==> config.mk <==
export PLATFORM = sky130hd
export DESIGN_NAME = dhte_ctrl
export DESIGN_NICKNAME = d
export VERILOG_FILES = /design/src/rtl/core/dhte_pkg.sv /design/src/rtl/core/dhte_ctrl.sv
export SDC_FILE = /design/constraint.sdc
export NUM_CORES = 1
export LEC_CHECK = 0
export BUFFER_PORTS_ARGS = -buffer_cell sky130_fd_sc_hd__buf_2
export CAP_MARGIN = 20
export CORE_AREA = 2 2 39 41
export CTS_BUF_LIST = sky130_fd_sc_hd__clkbuf_2 sky130_fd_sc_hd__clkbuf_4 sky130_fd_sc_hd__clkbuf_8
export DETAILED_ROUTE_END_ITERATION = 10
export DIE_AREA = 0 0 41 43
export GPL_TIMING_DRIVEN = 0
export PLACE_DENSITY = 0.67
export REMOVE_ABC_BUFFERS = 1
export SKIP_LAST_GASP = 1
export SYNTH_ARGS = -nofsm -noshare
export SYNTH_HDL_FRONTEND = slang
export SYNTH_SLANG_ARGS = --single-unit
export TNS_END_PERCENT = 50
==> constraint.sdc <==
create_clock -name i_clk -period 1.26 [get_ports i_clk]
set_input_delay 0.252 -clock i_clk [delete_from_list [all_inputs] [get_ports i_clk]]
set_output_delay 0.252 -clock i_clk [all_outputs]
set_load 0.02 [all_outputs]
==> src/rtl/core/dhte_pkg.sv <==
package dhte_pkg;

    // Table geometry
    localparam int SLOTS_DEF = 1031;

    // Field widths of the request and result
    localparam int OP_W    = 2;
    localparam int KEY_W   = 31;
    localparam int VAL_W   = 32;
    localparam int SLOT_W  = 11;
    localparam int COUNT_W = 11;

    // First-probe scramble
    localparam logic [KEY_W-1:0] KEY_XOR = 31'h400_0000;

    // Request opcodes
    localparam logic [OP_W-1:0] OP_GET  = 2'd0;
    localparam logic [OP_W-1:0] OP_PUT  = 2'd1;
    localparam logic [OP_W-1:0] OP_REM  = 2'd2;
    localparam logic [OP_W-1:0] OP_SCAN = 2'd3;

    // Slot status codes
    localparam logic [1:0] ST_EMPTY   = 2'd0;
    localparam logic [1:0] ST_USED    = 2'd1;
    localparam logic [1:0] ST_DELETED = 2'd2;

    // Commands from controller to datapath
    typedef struct packed {
        logic load;      // capture request
        logic clr;       // write one empty slot of the clearing pass
        logic hash;      // one step of both remainders
        logic pinit;     // start probe sequence
        logic pchk;      // evaluate probed slot
        logic act;       // apply request to the located slot
        logic schk;      // evaluate scanned slot
        logic out_load;  // move result to the output register
    } t_cmd;

    // Status from datapath to controller
    typedef struct packed {
        logic clr_done;
        logic in_scan;
        logic in_oob;
        logic hash_last;
        logic chk_done;
        logic schk_done;
        logic out_busy;
    } t_sts;

endpackage

==> src/rtl/core/dhte_ctrl.sv <==
module dhte_ctrl (
    input  logic           i_clk,
    input  logic           i_rst_n,
    input  logic           i_valid,
    output logic           o_ready,
    input  dhte_pkg::t_sts i_sts,
    output dhte_pkg::t_cmd o_cmd
);

    localparam logic [3:0] S_CLEAR = 4'd0;
    localparam logic [3:0] S_IDLE  = 4'd1;
    localparam logic [3:0] S_HASH  = 4'd2;
    localparam logic [3:0] S_PINIT = 4'd3;
    localparam logic [3:0] S_PRD   = 4'd4;
    localparam logic [3:0] S_PCHK  = 4'd5;
    localparam logic [3:0] S_ACT   = 4'd6;
    localparam logic [3:0] S_SRD   = 4'd7;
    localparam logic [3:0] S_SCHK  = 4'd8;
    localparam logic [3:0] S_FIN   = 4'd9;

    logic [3:0] r_state;
    logic [3:0] n_state;

    assign o_ready = (r_state == S_IDLE);

    // Sequence one request at a time
    always_comb begin
        n_state = r_state;
        o_cmd   = '0;
        unique case (r_state)
            S_CLEAR: begin
                o_cmd.clr = 1'b1;
                if (i_sts.clr_done) begin
                    n_state = S_IDLE;
                end
            end
            S_IDLE: begin
                if (i_valid) begin
                    o_cmd.load = 1'b1;
                    if (!i_sts.in_scan) begin
                        n_state = S_HASH;
                    end else if (i_sts.in_oob) begin
                        n_state = S_FIN;
                    end else begin
                        n_state = S_SRD;
                    end
                end
            end
            S_HASH: begin
                o_cmd.hash = 1'b1;
                if (i_sts.hash_last) begin
                    n_state = S_PINIT;
                end
            end
            S_PINIT: begin
                o_cmd.pinit = 1'b1;
                n_state     = S_PRD;
            end
            S_PRD: begin
                n_state = S_PCHK;
            end
            S_PCHK: begin
                o_cmd.pchk = 1'b1;
                n_state    = i_sts.chk_done ? S_ACT : S_PRD;
            end
            S_ACT: begin
                o_cmd.act = 1'b1;
                n_state   = S_FIN;
            end
            S_SRD: begin
                n_state = S_SCHK;
            end
            S_SCHK: begin
                o_cmd.schk = 1'b1;
                n_state    = i_sts.schk_done ? S_FIN : S_SRD;
            end
            S_FIN: begin
                if (!i_sts.out_busy) begin
                    o_cmd.out_load = 1'b1;
                    n_state        = S_IDLE;
                end
            end
            default: begin
                n_state = S_IDLE;
            end
        endcase
    end

    always_ff @(posedge i_clk) begin
        if (!i_rst_n) begin
            r_state <= S_CLEAR;
        end else begin
            r_state <= n_state;
        end
    end

endmodule

==> results.md <==
* DRT Wirelength at 1.23 mm
* Initial antenna violation count at 0
* Share of layout cells above drive strength 1 at 62.3%
* Root Driver: clkbuf_4
* Final hold slack at 0.282 ns
* Hpwl dp at 664 µm
* Max Slew Vio Count at 0
* FF-to-FF Start: r_state[3]
* Starting Density at 26.9%
* Reg2Reg Depth at 5
* Largest area contributor in the netlist: dfxtp_1
* WHS Endpoint: r_state[0]
* Worst Skew at 0.00212 ns
* 1st-iter DRT viols at 11
* Power, Total at 425 µW
* Gr usage total at 17.0%
* Area Overhead vs Synth at 79.5%
* Peak supply drop at 0.361 mV
* Tcrit/Tclk final at 111%
* Synth top area share at 21.5%
* First-pass GRT wire length at 2.01 mm
* Vias in the first global route at 445
* Via Count at 478
* Kind of critical path: register to register
* Biggest regs: r_state: 4 flops
* Syn avg cell area at 7.43 µm²
* Distinct cells, synth at 28
* Fmax at 0.717 GHz
* Final setup violation count at 12
* Antenna cells at 0
* Synthesis warning total at 0
* Cell Pwr Density at 638 mW/mm²
* Fin. Hold Viols at 0
* Hold Path Stages at 3
* Clock Latency Late Sink at 0.23 ns
* Die Y at 43 µm
* Slew @ Worst Pin at 0.290 ns
* Clock-pin transition on the worst setup and hold timing paths at 0.04 ns
* Clock sink count at 4
* Die ar. at 0.00176 mm²
* Crit path from: r_state[3]
* CP Launch Type: register
* DR DRC count at 0
* Max-cap violations at 0
* Top cells by area, synth: dfxtp_1 (22%), a21oi_1 (8.1%), nand2b_1 (5.1%)
* Worst min path class: input port to register
* R2R Path End: r_state[1]
* Slew margin rel. at 80.6%
* Data arrival time of the critical path at 1.55 ns
* Register bit total from synthesis at 4
* Initial DRT Pass Iterations at 4
* Critical-path maximum fanout at 9
* WP data required at 1.42 ns
* Register area share after synthesis at 21.5%
* Fin crit period at 1.39 ns
* Violated checks: setup timing
* Gpl congestion at 0.783
* Total Nets Final at 89
* Port Buffers at 18
* Post-route ant nets at 0
* RSZ-0062 raised after global routing: true
* Status: finished with violations
* Bufs on Longest Clock Path at 2
* Area of the core at 0.00138 mm²
* Most common cell after layout, fill and taps aside: buf_2
* FF-to-FF setup slack at -0.13 ns
* Final instance count without filler cells at 93
* Via/cell ratio at 5.14
* Setup ws final at -0.135 ns
* Placed Cells at 80
* Most frequent cells in the layout: buf_2 (16), buf_4 (11), a21oi_1 (5), nor2_1 (4), dfxtp_4 (4)
* HP Start: i_rst_n
* Synthesized cell area at 372 µm²
* Largest net degree at the start of global routing at 17
* Max reg flops at 4
* H-tree levels at 1
* WL/cell at 13.3 µm
* Total CTS buffers at 3
* Core Rows at 14
* Most flops, register: r_state
* CTS tree: built
* Post-Synthesis Cells at 50
* Die width at 41 µm
* GRT Residual Overflow at 0
* Pleak at 0.282 nW
* CP endpoint kind: register
* Boundary Pins at 19
-- layer usage --
layer,GRT usage (%),part of all wire [%],vias up
met5,0,0,-
met4,8.00,0,0
met3,3.14,4.4,0
met2,27.2,54,16
met1,20.6,42,221
li1,-,-,241
-- where the power goes --
group	total, mW	leakage (nW)	switching [mW]	internal (mW)
combinational	0.126	0.232	0.0614	0.0645
sequential	0.141	0.0355	0.0149	0.126
clock	0.159	0.0138	0.0520	0.107
-- worst max-delay path, cell delays in order, from the launching register on --
cell and delay [ns]:
dfxtp_4 0.40, buf_4 0.14, or4b_1 0.46, a21oi_2 0.15
a21oi_1 0.06, o21ai_2 0.11
-- cells in the mapped netlist --
master,n
a21oi_1,6
a31oi_1,1
a32o_1,1
and2_1,1
and3_1,1
buf_2,2
buf_6,1
clkbuf_1,1
dfxtp_1,4
inv_1,2
mux2_2,1
nand2_1,3
nand2b_1,3
nand3b_1,1
nand4b_1,1
nor2_1,4
nor2b_1,1
nor3_1,2
nor4_1,3
nor4b_2,1
o21a_1,1
o21ai_0,3
o21ai_1,1
o21ai_2,1
o21bai_1,1
o41ai_2,1
or4_1,1
or4b_1,1
-- cells by family (layout without fill, tap and decap cells) --
group / Yosys count / after routing / share of synthesized area [%]
mux: 1 / 1 / 3.03
simple gates: 23 / 23 / 38.1
compound gates: 16 / 16 / 28.6
buf+inv: 6 / 33 / 8.75
flops: 4 / 4 / 21.5
-- worst max-delay path by stage --
stage	cells after the start	to	slack, ns
floorplan	2	o_cmd[0]	-0.32
detailed placement	4	r_state[3]	-0.38
finish	5	r_state[1]	-0.13
CTS	3	o_cmd[0]	-0.12
global placement	4	r_state[3]	-0.38
global route	3	o_cmd[0]	-0.21
-- timing repair --
action                                  in CTS  in global routing
endpoints found under the setup margin      13                 12
hold buffers                                 0                  0
setup buffers                                7                  3
resized for setup                           23                  3
pin swaps                                    2                  0
-- per-stage QoR --
| step | instance area (µm²) | setup TNS [ns] | utilization [%] | setup slack (ns) |
|---|---|---|---|---|
| after global routing | 667 | -1.96 | 48.2 | -0.206 |
| after CTS | 628 | -0.998 | 45.4 | -0.119 |
| after detailed placement | 457 | -1.93 | 33.0 | -0.376 |
| after global placement | 457 | -1.93 | 33.0 | -0.379 |
| after floorplan | 347 | -1.84 | - | -0.324 |
| final | 667 | -1.20 | 48.2 | -0.135 |
-- cell type report --
cell class,count,area (µm²)
timing repair buffer,28,174
sequential,4,95.1
fill,146,717
inverter,2,7.51
clock buffer,3,22.5
multi-input combinational,40,348
tap,16,20.0
Note: power is estimated with default switching activity, not from simulation.
